===== config.mk =====
export PLATFORM = sky130hd
export DESIGN_NAME = ultrasonic_echo_ranger
export DESIGN_NICKNAME = d
export VERILOG_FILES = /design/src/uer_pkg.sv /design/src/uer_div.sv /design/src/uer_dp.sv /design/src/uer_ctrl.sv /design/src/ultrasonic_echo_ranger.sv
export SDC_FILE = /design/constraint.sdc
export NUM_CORES = 1
export LEC_CHECK = 0
export BUFFER_PORTS_ARGS = -buffer_cell sky130_fd_sc_hd__buf_2
export CORE_AREA = 2 2 172 174
export CTS_BUF_LIST = sky130_fd_sc_hd__clkbuf_8 sky130_fd_sc_hd__clkbuf_16
export CTS_CLUSTER_DIAMETER = 80
export DETAILED_ROUTE_END_ITERATION = 8
export DIE_AREA = 0 0 174 176
export PLACE_DENSITY_LB_ADDON = 0.25
export SYNTH_ARGS = -nofsm -noshare
export SYNTH_HDL_FRONTEND = slang
export SYNTH_HIERARCHICAL = 1
export SYNTH_SLANG_ARGS = --single-unit

===== constraint.sdc =====
create_clock -name clk -period 4.82 [get_ports clk]
set_clock_uncertainty 0.2 [all_clocks]
set_input_delay 0.241 -clock clk [delete_from_list [all_inputs] [get_ports clk]]
set_output_delay 0.241 -clock clk [all_outputs]
set_load 0.03 [all_outputs]

===== src/uer_pkg.sv =====
// shared types, constants and register codes for the echo ranger
// used by every module of the block, no dependencies
`timescale 1ns / 1ps

package uer_pkg;

    localparam int COUNT_BITS_DEF = 16;
    localparam int FRAC_BITS      = 4;
    localparam int DIST_W         = 16;
    localparam int DIVISOR_W      = 8;
    localparam int LIM_W          = 18;
    localparam int CFG_IDX_W      = 3;
    localparam int CFG_DATA_W     = 16;
    localparam int LOW_TICKS      = 2;

    localparam logic [CFG_IDX_W-1:0] REG_TRIG_WIDTH = 3'd0;
    localparam logic [CFG_IDX_W-1:0] REG_TIMEOUT    = 3'd1;
    localparam logic [CFG_IDX_W-1:0] REG_US_PER_CM  = 3'd2;
    localparam logic [CFG_IDX_W-1:0] REG_MIN_CM     = 3'd3;
    localparam logic [CFG_IDX_W-1:0] REG_MAX_CM     = 3'd4;

    localparam logic [7:0]  TRIG_WIDTH_RST = 8'd10;
    localparam logic [15:0] TIMEOUT_RST    = 16'd35000;
    localparam logic [7:0]  US_PER_CM_RST  = 8'd58;
    localparam logic [9:0]  MIN_CM_RST     = 10'd2;
    localparam logic [9:0]  MAX_CM_RST     = 10'd400;

    typedef enum logic [2:0] {
        PH_IDLE      = 3'd0,
        PH_TRIG_LOW  = 3'd1,
        PH_TRIG_HIGH = 3'd2,
        PH_WAIT_RISE = 3'd3,
        PH_MEASURE   = 3'd4
    } phase_t;

    typedef enum logic [1:0] {
        CS_IDLE = 2'd0,
        CS_DIV  = 2'd1,
        CS_OUT  = 2'd2
    } ctrl_state_t;

    typedef struct packed {
        logic start_req;
        logic echo;
    } sample_t;

    typedef struct packed {
        logic              trig;
        logic              busy_res;
        logic              done_res;
        logic              in_range;
        logic              timed_out;
        logic [DIST_W-1:0] distance_q4;
    } report_t;

    typedef struct packed {
        logic step;
        logic div_start;
        logic div_finish;
        logic load_out;
    } cmd_t;

    typedef struct packed {
        logic meas_end;
        logic div_done;
    } stat_t;

endpackage


===== src/uer_div.sv =====
// restoring divider, one quotient bit per cycle
// depends on uer_pkg
`timescale 1ns / 1ps

module uer_div #(
    parameter int DW = uer_pkg::COUNT_BITS_DEF + uer_pkg::FRAC_BITS
) (
    input  logic                           clk,
    input  logic                           rst_n,
    input  logic                           start,
    input  logic [DW-1:0]                  dividend,
    input  logic [uer_pkg::DIVISOR_W-1:0]  divisor,
    output logic                           done,
    output logic [DW-1:0]                  quotient
);

    localparam int DVW  = uer_pkg::DIVISOR_W;
    localparam int CNTW = $clog2(DW + 1);

    logic            busy_reg, busy_next;
    logic            done_reg, done_next;
    logic [CNTW-1:0] cnt_reg, cnt_next;
    logic [DVW-1:0]  rem_reg, rem_next;
    logic [DVW-1:0]  dsr_reg, dsr_next;
    logic [DW-1:0]   quo_reg, quo_next;
    logic [DVW:0]    shifted;
    logic            fits;

    always_comb
    begin
        shifted   = {rem_reg, quo_reg[DW-1]};
        fits      = (shifted >= {1'b0, dsr_reg});
        busy_next = busy_reg;
        done_next = 1'b0;
        cnt_next  = cnt_reg;
        rem_next  = rem_reg;
        dsr_next  = dsr_reg;
        quo_next  = quo_reg;
        if (start)
        begin
            busy_next = 1'b1;
            cnt_next  = CNTW'(DW);
            rem_next  = '0;
            dsr_next  = divisor;
            quo_next  = dividend;
        end
        else if (busy_reg)
        begin
            rem_next = fits ? DVW'(shifted - {1'b0, dsr_reg}) : shifted[DVW-1:0];
            quo_next = {quo_reg[DW-2:0], fits};
            cnt_next = cnt_reg - CNTW'(1);
            if (cnt_reg == CNTW'(1))
            begin
                busy_next = 1'b0;
                done_next = 1'b1;
            end
        end
    end

    always_ff @(posedge clk or negedge rst_n)
    begin
        if (!rst_n)
        begin
            busy_reg <= 1'b0;
            done_reg <= 1'b0;
            cnt_reg  <= '0;
        end
        else
        begin
            busy_reg <= busy_next;
            done_reg <= done_next;
            cnt_reg  <= cnt_next;
        end
    end

    always_ff @(posedge clk)
    begin
        rem_reg <= rem_next;
        dsr_reg <= dsr_next;
        quo_reg <= quo_next;
    end

    assign done     = done_reg;
    assign quotient = quo_reg;

endmodule


===== src/uer_dp.sv =====
// datapath: config registers, phase and counters, limits, divider and result registers
// depends on uer_pkg and uer_div
`timescale 1ns / 1ps

module uer_dp #(
    parameter int COUNT_BITS = uer_pkg::COUNT_BITS_DEF
) (
    input  logic                            clk,
    input  logic                            rst_n,
    input  logic                            cfg_we,
    input  logic [uer_pkg::CFG_IDX_W-1:0]   cfg_index,
    input  logic [uer_pkg::CFG_DATA_W-1:0]  cfg_data,
    input  uer_pkg::sample_t                sample,
    input  uer_pkg::cmd_t                   cmd,
    output uer_pkg::stat_t                  stat,
    output uer_pkg::report_t                report
);

    localparam int CW    = COUNT_BITS;
    localparam int DW    = CW + uer_pkg::FRAC_BITS;
    localparam int QW    = (DW > uer_pkg::DIST_W) ? DW : uer_pkg::DIST_W;
    localparam int TCW   = (CW > 16) ? CW : 16;
    localparam int LW    = (CW > uer_pkg::LIM_W) ? CW : uer_pkg::LIM_W;
    localparam int DVW   = uer_pkg::DIVISOR_W;
    localparam int LIMW  = uer_pkg::LIM_W;
    localparam int DISTW = uer_pkg::DIST_W;

    logic [7:0]  trig_width_reg;
    logic [15:0] timeout_reg;
    logic [7:0]  us_per_cm_reg;
    logic [9:0]  min_cm_reg;
    logic [9:0]  max_cm_reg;

    uer_pkg::phase_t  phase_reg, phase_next;
    logic [CW-1:0]    tick_count_reg, tick_count_next;
    logic [CW-1:0]    pulse_count_reg, pulse_count_next;
    logic             echo_prev_reg;
    logic [DISTW-1:0] latest_distance_reg;
    logic [LIMW-1:0]  lo_reg, hi_reg;
    uer_pkg::report_t pend_reg, pend_next;
    uer_pkg::report_t out_reg;

    logic [CW-1:0]    tick_inc, pulse_inc;
    logic [7:0]       tw_eff;
    logic [DVW-1:0]   div_eff;
    logic             tmo_hit;
    logic             trig, done, tmo, meas_end;
    logic             div_done;
    logic [DW-1:0]    quotient;
    logic [QW-1:0]    quo_ext;
    logic [DISTW-1:0] dist_sat;
    logic             inr;

    // config writes
    always_ff @(posedge clk or negedge rst_n)
    begin
        if (!rst_n)
        begin
            trig_width_reg <= uer_pkg::TRIG_WIDTH_RST;
            timeout_reg    <= uer_pkg::TIMEOUT_RST;
            us_per_cm_reg  <= uer_pkg::US_PER_CM_RST;
            min_cm_reg     <= uer_pkg::MIN_CM_RST;
            max_cm_reg     <= uer_pkg::MAX_CM_RST;
        end
        else if (cfg_we)
        begin
            unique case (cfg_index)
                uer_pkg::REG_TRIG_WIDTH: trig_width_reg <= cfg_data[7:0];
                uer_pkg::REG_TIMEOUT:    timeout_reg    <= cfg_data[15:0];
                uer_pkg::REG_US_PER_CM:  us_per_cm_reg  <= cfg_data[7:0];
                uer_pkg::REG_MIN_CM:     min_cm_reg     <= cfg_data[9:0];
                uer_pkg::REG_MAX_CM:     max_cm_reg     <= cfg_data[9:0];
                default:                 ;
            endcase
        end
    end

    assign tw_eff    = (trig_width_reg == '0) ? 8'd1 : trig_width_reg;
    assign div_eff   = (us_per_cm_reg == '0) ? DVW'(1) : us_per_cm_reg;
    assign tick_inc  = (tick_count_reg == {CW{1'b1}}) ? tick_count_reg
                                                      : tick_count_reg + CW'(1);
    assign pulse_inc = (pulse_count_reg == {CW{1'b1}}) ? pulse_count_reg
                                                       : pulse_count_reg + CW'(1);
    assign tmo_hit   = (TCW'(tick_inc) >= TCW'(timeout_reg));

    // one tick of the measurement sequence
    always_comb
    begin
        phase_next       = phase_reg;
        tick_count_next  = tick_count_reg;
        pulse_count_next = pulse_count_reg;
        trig             = 1'b0;
        done             = 1'b0;
        tmo              = 1'b0;
        meas_end         = 1'b0;
        unique case (phase_reg)
            uer_pkg::PH_IDLE:
            begin
                if (sample.start_req)
                begin
                    phase_next      = uer_pkg::PH_TRIG_LOW;
                    tick_count_next = CW'(1);
                end
            end
            uer_pkg::PH_TRIG_LOW:
            begin
                tick_count_next = tick_inc;
                if (tick_inc >= CW'(uer_pkg::LOW_TICKS))
                begin
                    phase_next      = uer_pkg::PH_TRIG_HIGH;
                    tick_count_next = '0;
                end
            end
            uer_pkg::PH_TRIG_HIGH:
            begin
                trig            = 1'b1;
                tick_count_next = tick_inc;
                if (tick_inc >= CW'(tw_eff))
                begin
                    phase_next      = uer_pkg::PH_WAIT_RISE;
                    tick_count_next = '0;
                end
            end
            uer_pkg::PH_WAIT_RISE:
            begin
                tick_count_next = tick_inc;
                if (sample.echo && !echo_prev_reg)
                begin
                    phase_next       = uer_pkg::PH_MEASURE;
                    pulse_count_next = '0;
                end
                else if (tmo_hit)
                begin
                    phase_next = uer_pkg::PH_IDLE;
                    done       = 1'b1;
                    tmo        = 1'b1;
                end
            end
            uer_pkg::PH_MEASURE:
            begin
                tick_count_next  = tick_inc;
                pulse_count_next = pulse_inc;
                if (!sample.echo)
                begin
                    phase_next = uer_pkg::PH_IDLE;
                    done       = 1'b1;
                    meas_end   = 1'b1;
                end
                else if (tmo_hit)
                begin
                    phase_next = uer_pkg::PH_IDLE;
                    done       = 1'b1;
                    tmo        = 1'b1;
                end
            end
            default:
            begin
                phase_next = uer_pkg::PH_IDLE;
            end
        endcase
    end

    always_ff @(posedge clk or negedge rst_n)
    begin
        if (!rst_n)
        begin
            phase_reg           <= uer_pkg::PH_IDLE;
            tick_count_reg      <= '0;
            pulse_count_reg     <= '0;
            echo_prev_reg       <= 1'b0;
            latest_distance_reg <= '0;
        end
        else
        begin
            if (cmd.step)
            begin
                phase_reg       <= phase_next;
                tick_count_reg  <= tick_count_next;
                pulse_count_reg <= pulse_count_next;
                echo_prev_reg   <= sample.echo;
            end
            if (cmd.div_finish)
            begin
                latest_distance_reg <= dist_sat;
            end
        end
    end

    uer_div #(
        .DW (DW)
    ) u_div (
        .clk      (clk),
        .rst_n    (rst_n),
        .start    (cmd.div_start),
        .dividend ({pulse_inc, uer_pkg::FRAC_BITS'(0)}),
        .divisor  (div_eff),
        .done     (div_done),
        .quotient (quotient)
    );

    assign quo_ext  = QW'(quotient);
    assign dist_sat = (quo_ext > QW'({DISTW{1'b1}})) ? {DISTW{1'b1}}
                                                     : quo_ext[DISTW-1:0];
    assign inr      = (LW'(pulse_count_reg) >= LW'(lo_reg))
                   && (LW'(pulse_count_reg) <= LW'(hi_reg));

    always_comb
    begin
        pend_next = pend_reg;
        if (cmd.step)
        begin
            pend_next.trig        = trig;
            pend_next.busy_res    = (phase_next != uer_pkg::PH_IDLE);
            pend_next.done_res    = done;
            pend_next.in_range    = 1'b0;
            pend_next.timed_out   = tmo;
            pend_next.distance_q4 = latest_distance_reg;
        end
        else if (cmd.div_finish)
        begin
            pend_next.in_range    = inr;
            pend_next.distance_q4 = dist_sat;
        end
    end

    always_ff @(posedge clk)
    begin
        pend_reg <= pend_next;
        if (cmd.step)
        begin
            lo_reg <= LIMW'(min_cm_reg) * LIMW'(div_eff);
            hi_reg <= LIMW'(max_cm_reg) * LIMW'(div_eff);
        end
        if (cmd.load_out)
        begin
            out_reg <= pend_reg;
        end
    end

    assign stat.meas_end = meas_end;
    assign stat.div_done = div_done;
    assign report        = out_reg;

endmodule


===== src/uer_ctrl.sv =====
// controller: sequences sample transfer, divide and report transfer
// depends on uer_pkg
`timescale 1ns / 1ps

module uer_ctrl (
    input  logic           clk,
    input  logic           rst_n,
    input  logic           sample_valid,
    output logic           sample_ready,
    output logic           report_valid,
    input  logic           report_ready,
    input  uer_pkg::stat_t stat,
    output uer_pkg::cmd_t  cmd
);

    uer_pkg::ctrl_state_t state_reg, state_next;
    logic                 out_valid_reg, out_valid_next;

    always_ff @(posedge clk or negedge rst_n)
    begin
        if (!rst_n)
        begin
            state_reg     <= uer_pkg::CS_IDLE;
            out_valid_reg <= 1'b0;
        end
        else
        begin
            state_reg     <= state_next;
            out_valid_reg <= out_valid_next;
        end
    end

    always_comb
    begin
        state_next     = state_reg;
        out_valid_next = out_valid_reg && !report_ready;
        sample_ready   = 1'b0;
        cmd            = '0;
        unique case (state_reg)
            uer_pkg::CS_IDLE:
            begin
                sample_ready = 1'b1;
                if (sample_valid)
                begin
                    cmd.step = 1'b1;
                    if (stat.meas_end)
                    begin
                        cmd.div_start = 1'b1;
                        state_next    = uer_pkg::CS_DIV;
                    end
                    else
                    begin
                        state_next = uer_pkg::CS_OUT;
                    end
                end
            end
            uer_pkg::CS_DIV:
            begin
                if (stat.div_done)
                begin
                    cmd.div_finish = 1'b1;
                    state_next     = uer_pkg::CS_OUT;
                end
            end
            uer_pkg::CS_OUT:
            begin
                if (!out_valid_reg || report_ready)
                begin
                    cmd.load_out   = 1'b1;
                    out_valid_next = 1'b1;
                    state_next     = uer_pkg::CS_IDLE;
                end
            end
            default:
            begin
                state_next = uer_pkg::CS_IDLE;
            end
        endcase
    end

    assign report_valid = out_valid_reg;

endmodule


===== src/ultrasonic_echo_ranger.sv =====
// a sample transfer loads the pending report register, which moves to the output register
// once no earlier report is held; on the echo falling edge a bit-serial divide of the
// COUNT_BITS+4 bit dividend comes first. no further sample is taken until the report is
// loaded, and the report register lets the next sample in while a report waits
// reset: config registers to defaults, phase idle, counters, echo history and distance zero
// depends on uer_pkg, uer_ctrl, uer_dp
`timescale 1ns / 1ps

module ultrasonic_echo_ranger #(
    parameter int COUNT_BITS = uer_pkg::COUNT_BITS_DEF
) (
    input  logic                            clk,
    input  logic                            rst_n,
    input  logic                            cfg_valid,
    output logic                            cfg_ready,
    input  logic [uer_pkg::CFG_IDX_W-1:0]   cfg_index,
    input  logic [uer_pkg::CFG_DATA_W-1:0]  cfg_data,
    input  logic                            sample_valid,
    output logic                            sample_ready,
    input  uer_pkg::sample_t                sample,
    output logic                            report_valid,
    input  logic                            report_ready,
    output uer_pkg::report_t                report
);

    uer_pkg::cmd_t  cmd;
    uer_pkg::stat_t stat;

    assign cfg_ready = 1'b1;

    uer_ctrl u_ctrl (
        .clk          (clk),
        .rst_n        (rst_n),
        .sample_valid (sample_valid),
        .sample_ready (sample_ready),
        .report_valid (report_valid),
        .report_ready (report_ready),
        .stat         (stat),
        .cmd          (cmd)
    );

    uer_dp #(
        .COUNT_BITS (COUNT_BITS)
    ) u_dp (
        .clk       (clk),
        .rst_n     (rst_n),
        .cfg_we    (cfg_valid && cfg_ready),
        .cfg_index (cfg_index),
        .cfg_data  (cfg_data),
        .sample    (sample),
        .cmd       (cmd),
        .stat      (stat),
        .report    (report)
    );

endmodule


==> results by group, run 1 <==
Placed design
  – Input/output buffers: 48
  – Pre-CTS setup slack: -0.191 ns
  – Gp weighted congestion: 0.904
  – Post-DP HPWL: 25700 microns

Worst setup path
  – Req. time, crit path: 4.88 ns
  – Critical path class: flop to flop
  – Worst-path fanout max: 6
  – R2r endpoint: u_dp/hi_reg[15]
  – Worst-case reg-to-reg path depth: 19
  – Worst Path Arrival: 4.88 ns
  – Worst R2R Setup Slack: -0.006 ns
  – Setup crit end kind: flop
  – Crit start category: flop
  – FF-to-FF Start: u_dp/us_per_cm_reg[4]

Global route
  – Tot GR Track Use: 23.7%
  – Initial antenna violation count: 0
  – First-pass GRT wire length: 59600 microns
  – Gr ovfl total: 0
  – Vias in the first global route: 11900
  – Largest net degree at the start of global routing: 65

Hold path
  – Worst Hold End: u_dp/timeout_reg[3]
  – Tightest Hold Check Type: primary input to flop
  – Hold path depth: 5
  – HP Start: cfg_index[1]

Synth
  – List of most frequent post-synthesis cells: 183 x inv_1, 144 x ha_1, 123 x and2_1
  – Area share of the largest cell type after synthesis: 19.1%
  – Cell Area, Synth: 16500 sq um
  – Number of flops mapped to enable cells by yosys: 105
  – Async S/R FF share, synth: 50.0%
  – Post-Synthesis Mean Instance Area: 10.3 sq um
  – Top cells by area, synth: edfxtp_1 19%, dfrtp_1 15%, fa_1 12%, ha_1 11%, and2_1 4.7%
  – Most frequent cell after synthesis: inv_1
  – Yosys top cell by area: edfxtp_1
  – YS warnings: 6
  – Synth Register Bits: 228
  – Proportion of synthesized chip area in sequential cells: 37.5%
  – Synth Instances: 1602
  – Ys flop type: edfxtp_1
  – Yosys cell types: 83

STA
  – Worst setup margin: -0.00565 ns
  – Relative slew slack: 22.2%
  – Fin Hold WS: 0.0617 ns
  – Max-slew violation count: 0
  – Min Tclk post-route: 4.83 ns
  – Fin. Hold Viols: 0
  – RSZ-0062 raised after global routing: yes
  – Fin crit share: 100%
  – Final setup fails: 1
  – Slew @ Worst Pin: 1.17 ns
  – Max Clk Rate: 207 MHz

Clocking
  – CTS Sinks: 228
  – Htree depth: 1
  – Num CTS Buffers: 26
  – CTS max path bufs: 3
  – CTS tree: done
  – Worst-Skew Late Latency: 0.54 ns
  – Clk root buf: clkbuf_16
  – Clock Pin Slew Worst Setup and Hold Paths: 0.06 ns

Pwr
  – Lkg Pwr: 8.71 nW
  – Max VDD drop: 0.601 mV
  – Power Density: 737 nW/um^2

Run status
  – Failing checks: negative setup slack
  – Status: finished with violations

Final layout
  – Utilization after layout: 66.6%
  – Nets: 1982
  – Layout cells sized above 1: 18.6%
  – Area Growth Syn to Fin: 15.0%
  – Antenna Cells: 0

Routing
  – Antenna-violating nets left: 0
  – Iter 0 DRT Violations: 742
  – Wirelength per Cell: 17.3 microns
  – Residual DRC: 0
  – Final wirelength: 36600 microns
  – Drt pass-1 iters: 6
  – Via count: 12100
  – Via density: 5.70

Die
  – Die width: 174 microns
  – Die footprint: 30600 sq um
  – Starting Density: 57.9%
  – FP Rows: 62
  – Core Box Area: 28500 sq um
  – Die Height: 176 microns
  – Num ports: 50

Run
  – Max Cap Viol: 0
## cell type report
cell class | count | area [sq um]
Clock buffer | 28 | 678
Clock inverter | 20 | 130
Fill cell | 2217 | 9540
Inverter | 185 | 694
Multi-Input combinational cell | 1123 | 9710
Sequential cell | 228 | 6210
Tap cell | 384 | 480
Timing Repair Buffer | 151 | 1110
## critical path, stage by stage, from the launching register on
cell	delay, ns
dfstp_2	0.58
buf_4	0.14
nor4_4	0.04
a21o_4	0.26
buf_4	0.15
and2_1	0.15
ha_1	0.27
ha_1	0.32
fa_1	0.57
ha_2	0.19
inv_1	0.05
fa_2	0.35
nor2b_1	0.15
o21a_1	0.18
o21a_1	0.17
o211ai_1	0.15
a21oi_2	0.25
o31ai_4	0.11
buf_4	0.15
xnor2_1	0.12
## layer usage
metal | up-vias | global-route usage, % | wire length, microns
met5 | - | 0 | 0
met4 | 0 | 6.13 | 782
met3 | 52 | 2.86 | 1590
met2 | 270 | 39.2 | 17500
met1 | 5984 | 33.6 | 16800
li1 | 5779 | - | -
## timing repair
item,CTS,global route
pin swaps,4,45
hold buffers,25,0
cloned,0,1
endpoints found under the hold margin,158,0
setup endpoints to repair,6,11
gates resized for setup,7,68
buffers inserted,3,20
## cells in the final DEF (no fill, tap or decap), types with 8 or more instances in the layout
cell           Yosys  layout
dlygate4sd3_1      0      25
dfstp_2           16      15
a211oi_1          11       8
nor4_1            13      11
o21a_1            10      10
nand2_1          117     116
inv_1            183     185
o21ai_0           93      92
buf_4              3      74
dfrtp_1           98      96
xnor2_1           39      39
o211ai_1           9       9
or3_1              9       9
edfxtp_1         105     105
nand4_1           16      16
nand3_1           38      38
a21oi_1           60      51
a21oi_2            0       9
xor2_1            12      11
buf_2             10      47
mux2_2            51      51
fa_1              97      93
nor2_1            54      53
a32o_2            11      11
nor2b_1            8       8
a22o_1            11      11
nor3_1            37      36
and2_1           123     119
clkbuf_16          0      26
nand2b_1          13      13
ha_4               0      14
dfxtp_1            9       9
o21ai_1            9       9
and3_1            17      17
ha_1             144     126
a21o_1            20      20
## stage by stage
| stage | total power [mW] | area (sq um) | TNS (ns) | cells |
|---|---|---|---|---|
| after floorplan | 8.85 | 16500 | 0 | 1605 |
| after global placement | 10.5 | 17400 | 0 | 2022 |
| after detailed placement | 10.7 | 17400 | -0.567 | 2022 |
| after CTS | 12.8 | 18500 | -0.0121 | 2098 |
| after global routing | 15.3 | 19000 | -0.532 | 2119 |
| final | 14.0 | 19000 | -0.00565 | 2119 |
## worst max path at each step
stage                     startpoint         endpoint  slack (ns)  depth (start not counted)
2_1_floorplan  u_dp/us_per_cm_reg[5]  u_dp/lo_reg[16]       0.007                         15
3_3_place_gp   u_dp/us_per_cm_reg[3]  u_dp/lo_reg[16]        0.03                         17
3_5_place_dp   u_dp/us_per_cm_reg[3]  u_dp/hi_reg[17]       -0.19                         18
4_1_cts        u_dp/us_per_cm_reg[3]  u_dp/hi_reg[15]      -0.006                         15
5_1_grt        u_dp/us_per_cm_reg[4]  u_dp/hi_reg[15]       -0.17                         19
6_report       u_dp/us_per_cm_reg[4]  u_dp/hi_reg[15]      -0.006                         19
## power by group
part | internal, mW | switching, mW | total [mW] | leakage, nW
Combinational | 4.13 | 4.63 | 8.76 | 5.77
Clock | 1.06 | 0.790 | 1.86 | 0.431
Sequential | 2.99 | 0.408 | 3.40 | 2.50
Total | 8.19 | 5.82 | 14.0 | 8.71
## kinds of logic after synthesis
family	after synthesis	synth area share [%]
simple gates	475	15.4
xor+xnor	51	2.70
fa+ha+maj	241	22.6
buf+inv	255	6.07
other cells	2	0.0454
compound gates	290	11.6
mux	60	4.06
flops	228	37.5
(Power assumes the default switching activity.)
==> run 2: changes to the inputs <==
Settings changed: SKIP_CTS_REPAIR_TIMING set to 1.
==> run 2 against run 1 <==
Effect of this change: the run ends with negative hold slack left; sequential power about the same; die area unchanged; clock power hardly changed; critical path depth down 3; critical path type unchanged.
==> results by group, run 2 (synthesized netlist as in run 1, its figures left out) <==
Pwr
  – Final Total Pwr: 13.9 mW (-1.0%)
  – Switching share of power: 41.6% (about the same)
  – Lkg Pwr: 8.69 nW (-0.20%)
  – Max VDD drop: 0.595 mV (-1.0%)
  – Clock power share: 13.4% (+0.2 points)
  – Sequential power share: 24.5% (+0.2 points)
  – NetSw: 5.77 mW (-0.96%)
  – Combinational share of power: 62.1% (-0.4 points)
  – Power Density: 731 nW/um^2 (-0.83%)
  – Pint: 8.11 mW (-1.0%)

Clocking
  – CTS max path bufs: 3 (unchanged)
  – Clock Pin Slew Worst Setup and Hold Paths: 0.06 ns (about the same)
  – Clk root buf: clkbuf_16
  – Htree depth: 1 (unchanged)
  – Worst-Skew Late Latency: 0.54 ns (about the same)
  – CTS Sinks: 228 (unchanged)
  – Num CTS Buffers: 26 (unchanged)
  – CTS tree: done

Final layout
  – Layout cells sized above 1: 19.0% (+0.47 points)
  – FILL cells: 2211 (-0.27%)
  – Antenna Cells: 0 (unchanged)
  – Nets: 1976 (-0.30%)
  – Area Growth Syn to Fin: 14.8%
  – Most frequent cells in the layout: 184 x inv_1, 126 x ha_1, 114 x nand2_1, 113 x and2_1, 105 x edfxtp_1
  – Most common cell after layout, fill and taps aside: inv_1

Routing
  – WL met1: 16600 microns (-0.97%)
  – Antenna-violating nets left: 0 (unchanged)
  – Iter 0 DRT Violations: 786 (+5.9%)
  – DR top layer: met4
  – Final wirelength: 36500 microns (-0.39%)
  – Wirelength per Cell: 17.3 microns (-0.11%)
  – Via count: 12100 (-0.21%)
  – Residual DRC: 0 (unchanged)
  – Via density: 5.71 (about the same)
  – Met3 WL post-DR: 1610 microns (+1.4%)
  – Metal2 WL: 17400 microns (-0.24%)
  – Drt pass-1 iters: 5 (-1)

Global route
  – Vias in the first global route: 11700 (-1.5%)
  – Tot GR Track Use: 23.4% (-0.34 points)
  – First-pass GRT wire length: 58900 microns (-1.3%)
  – Largest net degree at the start of global routing: 65 (unchanged)
  – Initial antenna violation count: 0 (unchanged)
  – Gr ovfl total: 0 (unchanged)

STA
  – Final setup fails: 0 (-1)
  – Max-slew violation count: 0 (unchanged)
  – Max Clk Rate: 211 MHz (+1.6%)
  – Post-route setup TNS: 0 ns (+0.00565 ns)
  – RSZ-0062 raised after global routing: yes
  – Fin. Hold Viols: 2 (+2)
  – Fin Hold WS: -0.0133 ns (-0.0750 ns)
  – Fin crit share: 98.5% (-1.6 points)
  – Worst setup margin: 0.0719 ns (+0.0776 ns)
  – Min Tclk post-route: 4.75 ns (-0.0776 ns)
  – Slew @ Worst Pin: 1.16 ns (-0.00681 ns)
  – Relative slew slack: 22.7% (+0.45 points)

Die
  – FP Rows: 62 (unchanged)
  – Die footprint: 30600 sq um (unchanged)
  – Num ports: 50 (unchanged)
  – Starting Density: 57.9% (unchanged)
  – Core Box Area: 28500 sq um (unchanged)
  – Die width: 174 microns (unchanged)
  – Die Height: 176 microns (unchanged)

Worst setup path
  – FF-to-FF Start: u_dp/us_per_cm_reg[3]
  – R2r endpoint: u_dp/hi_reg[15]
  – Cell mode on critical path: fa_1
  – Crit start category: flop
  – Worst Path Arrival: 4.81 ns (-0.07 ns)
  – Worst-case reg-to-reg path depth: 16 (-3)
  – Slowest stage cell, crit path: dfstp_4
  – Critical Path Max Stage Delay: 0.66 ns (+0.08 ns)
  – Worst R2R Setup Slack: 0.07 ns (+0.08 ns)
  – Worst-path fanout max: 6 (unchanged)
  – CP cell instances: buf_6 -> and2_4 -> fa_1 -> ha_1 -> inv_1 -> fa_1 -> inv_1 -> fa_1 -> ha_4 -> o21a_1 -> o21a_1 -> o211ai_1 -> a21oi_2 -> o31ai_2 -> buf_4 -> xnor2_1
  – Setup crit end kind: flop
  – Critical path class: flop to flop
  – Req. time, crit path: 4.88 ns (about the same)

Run status
  – Status: finished with violations
  – Failing checks: negative hold slack

Placed design
  – Input/output buffers: 48 (unchanged)
  – Post-DP HPWL: 25700 microns (unchanged)
  – Pre-CTS setup slack: -0.191 ns (unchanged)
  – Gp weighted congestion: 0.904 (unchanged)

Hold path
  – Hold path depth: 5 (unchanged)
  – Tightest Hold Check Type: primary input to flop
  – HP Start: cfg_index[0]
  – Worst Hold End: u_dp/trig_width_reg[1]

Run
  – Max Cap Viol: 0 (unchanged)
-- run 2: cell types whose count changed in the layout (fill, tap and decap cells not counted), sizes merged --
cell / change
buf: -3
dlygate4sd3: -3
-- run 2: stage by stage --
| stage | utilization (%) | area (sq um) | cells |
|---|---|---|---|
| 2_1_floorplan | - | 16500 | 1605 |
| 3_5_place_dp | 60.9 | 17400 | 2022 |
| 3_3_place_gp | 60.9 | 17400 | 2022 |
| 4_1_cts | 63.7 | 18200 | 2070 |
| 6_report | 66.5 | 19000 | 2113 |
| 5_1_grt | 66.5 | 19000 | 2113 |
-- run 2: critical path: cells and delay by family, from the launching register on --
| kind | cells | cell delay [ns] |
|---|---|---|
| compound gates | 5 | 0.96 |
| xor+xnor | 1 | 0.06 |
| simple gates | 1 | 0.14 |
| flops | 1 | 0.66 |
| fa+ha+maj | 5 | 2.01 |
| buf+inv | 4 | 0.42 |
-- run 2: worst max-delay path by stage --
| stage | slack (ns) | to | from |
|---|---|---|---|
| floorplan | 0.007 | u_dp/lo_reg[16] | u_dp/us_per_cm_reg[5] |
| global placement | 0.03 | u_dp/lo_reg[16] | u_dp/us_per_cm_reg[3] |
| detailed placement | -0.19 | u_dp/hi_reg[17] | u_dp/us_per_cm_reg[3] |
| CTS | -0.24 | u_dp/hi_reg[17] | u_dp/us_per_cm_reg[3] |
| global route | -0.09 | u_dp/lo_reg[17] | u_dp/us_per_cm_reg[4] |
| finish | 0.07 | u_dp/hi_reg[15] | u_dp/us_per_cm_reg[3] |
-- run 2: metal layers --
layer / track usage, % / up-vias
met5: 0 / -
met2: 38.2 / 294
li1: - / 5772
met1: 33.3 / 5937
met4: 6.30 / 0
met3: 2.86 / 57
-- run 2: cell type report --
type / instances / area (sq um) / share of cell area (%)
clock inverters: 20 / 130 / 0.686
inverters: 185 / 694 / 3.66
flip-flops and latches: 228 / 6210 / 32.7
well taps: 384 / 480 / 2.53
clock buffers: 28 / 678 / 3.57
multi-input cells: 1123 / 9720 / 51.2
repair buffers: 145 / 1070 / 5.62
-- run 2: power groups by stage --
stage	clock, mW	combinational (mW)	sequential (mW)
2_1_floorplan	0	5.52	3.34
3_3_place_gp	0	7.12	3.41
3_5_place_dp	0	7.30	3.43
4_1_cts	1.90	7.38	3.39
5_1_grt	1.97	9.69	3.47
6_report	1.86	8.62	3.40
==> run 3: changes to the inputs <==
Settings changed: CORE_AREA 2 2 172 174 to 4 4 174 176, DIE_AREA 0 0 174 176 to 0 0 178 180.
==> run 3 against run 2 <==
Effect of this change: the flow now finishes without violations; non-clock buffer count fell by 9; critical path depth fell by 2; sequential power hardly changed; routed wire length hardly changed; final cell count shrank 0.43%; via count barely moved; worst hold slack better by 0.017 ns; global-route usage shrank 0.78 points; utilization fell by 0.53 points; total power shrank 0.96%; cell area fell by 0.53%; clock power rose by 3%; largest cell class unchanged; largest power group unchanged.
==> results by group, run 3 (synthesized netlist as in run 1, its figures left out) <==
Routing
  – Residual DRC: 0 (unchanged)
  – Antenna-violating nets left: 0 (unchanged)
  – Via count: 12100 (-0.050%)
  – Drt pass-1 iters: 5 (unchanged)
  – Wirelength per Cell: 17.3 microns (+0.34%)
  – Iter 0 DRT Violations: 772 (-1.8%)
  – Via density: 5.73 (+0.38%)
  – Final wirelength: 36400 microns (about the same)

Global route
  – First-pass GRT wire length: 60200 microns (+2.3%)
  – Vias in the first global route: 11900 (+1.9%)
  – Largest net degree at the start of global routing: 68 (+4.6%)
  – Gr ovfl total: 0 (unchanged)
  – Initial antenna violation count: 0 (unchanged)
  – Tot GR Track Use: 22.6% (-0.78 points)

Final layout
  – Post-route insts no fill: 2104 (-0.43%)
  – Nets: 1967 (-0.46%)
  – Area Growth Syn to Fin: 14.2%
  – Most common cell after layout, fill and taps aside: inv_1
  – Antenna Cells: 0 (unchanged)
  – Utilization after layout: 66.0% (-0.53 points)
  – Layout cells sized above 1: 18.0% (-1.1 points)
  – Most frequent cells in the layout: 182 x inv_1, 131 x ha_1, 116 x nand2_1, 115 x and2_1, 105 x edfxtp_1

STA
  – Slew @ Worst Pin: 1.02 ns (-0.137 ns)
  – Final setup fails: 0 (unchanged)
  – Min Tclk post-route: 4.67 ns (-0.0741 ns)
  – Fin crit share: 97.0% (-1.5 points)
  – Relative slew slack: 31.7% (+9.0 points)
  – Fin Hold WS: 0.00422 ns (+0.0175 ns)
  – Max Clk Rate: 214 MHz (+1.6%)
  – Max-slew violation count: 0 (unchanged)
  – Fin. Hold Viols: 0 (-2)
  – Worst setup margin: 0.146 ns (+0.0741 ns)

Clocking
  – CTS max path bufs: 3 (unchanged)
  – Worst-Skew Late Latency: 0.55 ns (about the same)
  – Clk root buf: clkbuf_16
  – Clock Pin Slew Worst Setup and Hold Paths: 0.06 ns (about the same)
  – Htree depth: 1 (unchanged)
  – CTS tree: done
  – Num CTS Buffers: 26 (unchanged)
  – CTS Sinks: 228 (unchanged)

Worst setup path
  – Crit start category: flop
  – Critical path class: flop to flop
  – Worst-path fanout max: 11 (+5)
  – Setup crit end kind: flop
  – Req. time, crit path: 4.89 ns (about the same)
  – Worst Path Arrival: 4.74 ns (-0.07 ns)

Die
  – Die footprint: 32000 sq um (+4.6%)
  – Starting Density: 57.8% (-0.16 points)
  – Num ports: 50 (unchanged)
  – Die width: 178 microns (+2.3%)
  – Die Height: 180 microns (+2.3%)
  – FP Rows: 62 (unchanged)
  – Core Box Area: 28600 sq um (+0.27%)

Run status
  – Status: finished clean

Placed design
  – Input/output buffers: 48 (unchanged)
  – Gp weighted congestion: 0.910 (+0.72%)
  – Post-DP HPWL: 26300 microns (+2.5%)
  – Inst Count DP: 2021 (-0.049%)
  – Pre-CTS setup slack: -0.102 ns (+0.0893 ns)

Pwr
  – Max VDD drop: 0.583 mV (-2.1%)
  – Final Total Pwr: 13.7 mW (-0.96%)
  – Power Density: 728 nW/um^2 (-0.43%)
  – Lkg Pwr: 8.63 nW (-0.64%)

Hold path
  – Tightest Hold Check Type: primary input to flop

Run
  – Max Cap Viol: 0 (unchanged)
[run 3: changes by cell type in the layout (fill, tap and decap cells not counted), sizes merged]
cell / before / now
bufinv: 1 / 2
inv: 192 / 189
dlygate4sd3: 22 / 21
buf: 123 / 115
clkinv: 12 / 11
clkinvlp: 0 / 3
[run 3: per-layer routing]
| layer | part of all wire [%] | track usage [%] | up-vias |
|---|---|---|---|
| li1 | - | - | 5750 |
| met1 | 45 | 32.7 | 5921 |
| met2 | 48 | 35.9 | 311 |
| met3 | 4.8 | 3.26 | 72 |
| met4 | 2.6 | 6.16 | 0 |
| met5 | 0 | 0 | - |
[run 3: worst max-delay path, stage by stage (launching register included)]
cell      delay (ns)
dfstp_2         0.63
buf_6           0.15
buf_6           0.14
and2_1          0.16
fa_1            0.41
fa_1            0.52
fa_1            0.43
fa_1            0.54
ha_4            0.22
buf_4           0.15
a31oi_4         0.20
o211ai_1        0.14
a31o_2          0.27
a21oi_2         0.14
xnor2_1         0.09
[run 3: power breakdown]
group / internal (mW) / switching [mW] / leakage (nW)
clock: 1.12 / 0.800 / 0.422
sequential: 2.99 / 0.403 / 2.50
combinational: 3.93 / 4.50 / 5.71
total: 8.04 / 5.70 / 8.63
[run 3: final timing paths]
kind,cells after the start,to,from,slack (ns)
worst max-delay path,14,u_dp/hi_reg[16],u_dp/us_per_cm_reg[4],0.15
worst min-delay path,5,u_dp/trig_width_reg[1],cfg_index[0],0.004
worst max register to register,14,u_dp/hi_reg[16],u_dp/us_per_cm_reg[4],0.15
worst min register to register,0,u_dp/report[6],u_dp/pend_reg[6],0.21
max in group asynchronous,3,u_dp/us_per_cm_reg[6],rst_n,3.02
min in group asynchronous,2,u_dp/u_div/cnt_reg[4],rst_n,0.19
[run 3: stage by stage]
step | TNS [ns] | cell area (sq um)
after detailed placement | -0.304 | 17400
after global routing | -0.204 | 18900
final | 0 | 18900
after CTS | -0.498 | 18200
after global placement | 0 | 17400
after floorplan | 0 | 16500
[run 3: cell type report]
cell class	count	area [sq um]
Sequential cell	228	6210
Clock inverter	20	159
Fill cell	2258	9750
Multi-Input combinational cell	1123	9650
Timing Repair Buffer	136	1000
Inverter	185	694
Tap cell	384	480
Clock buffer	28	678
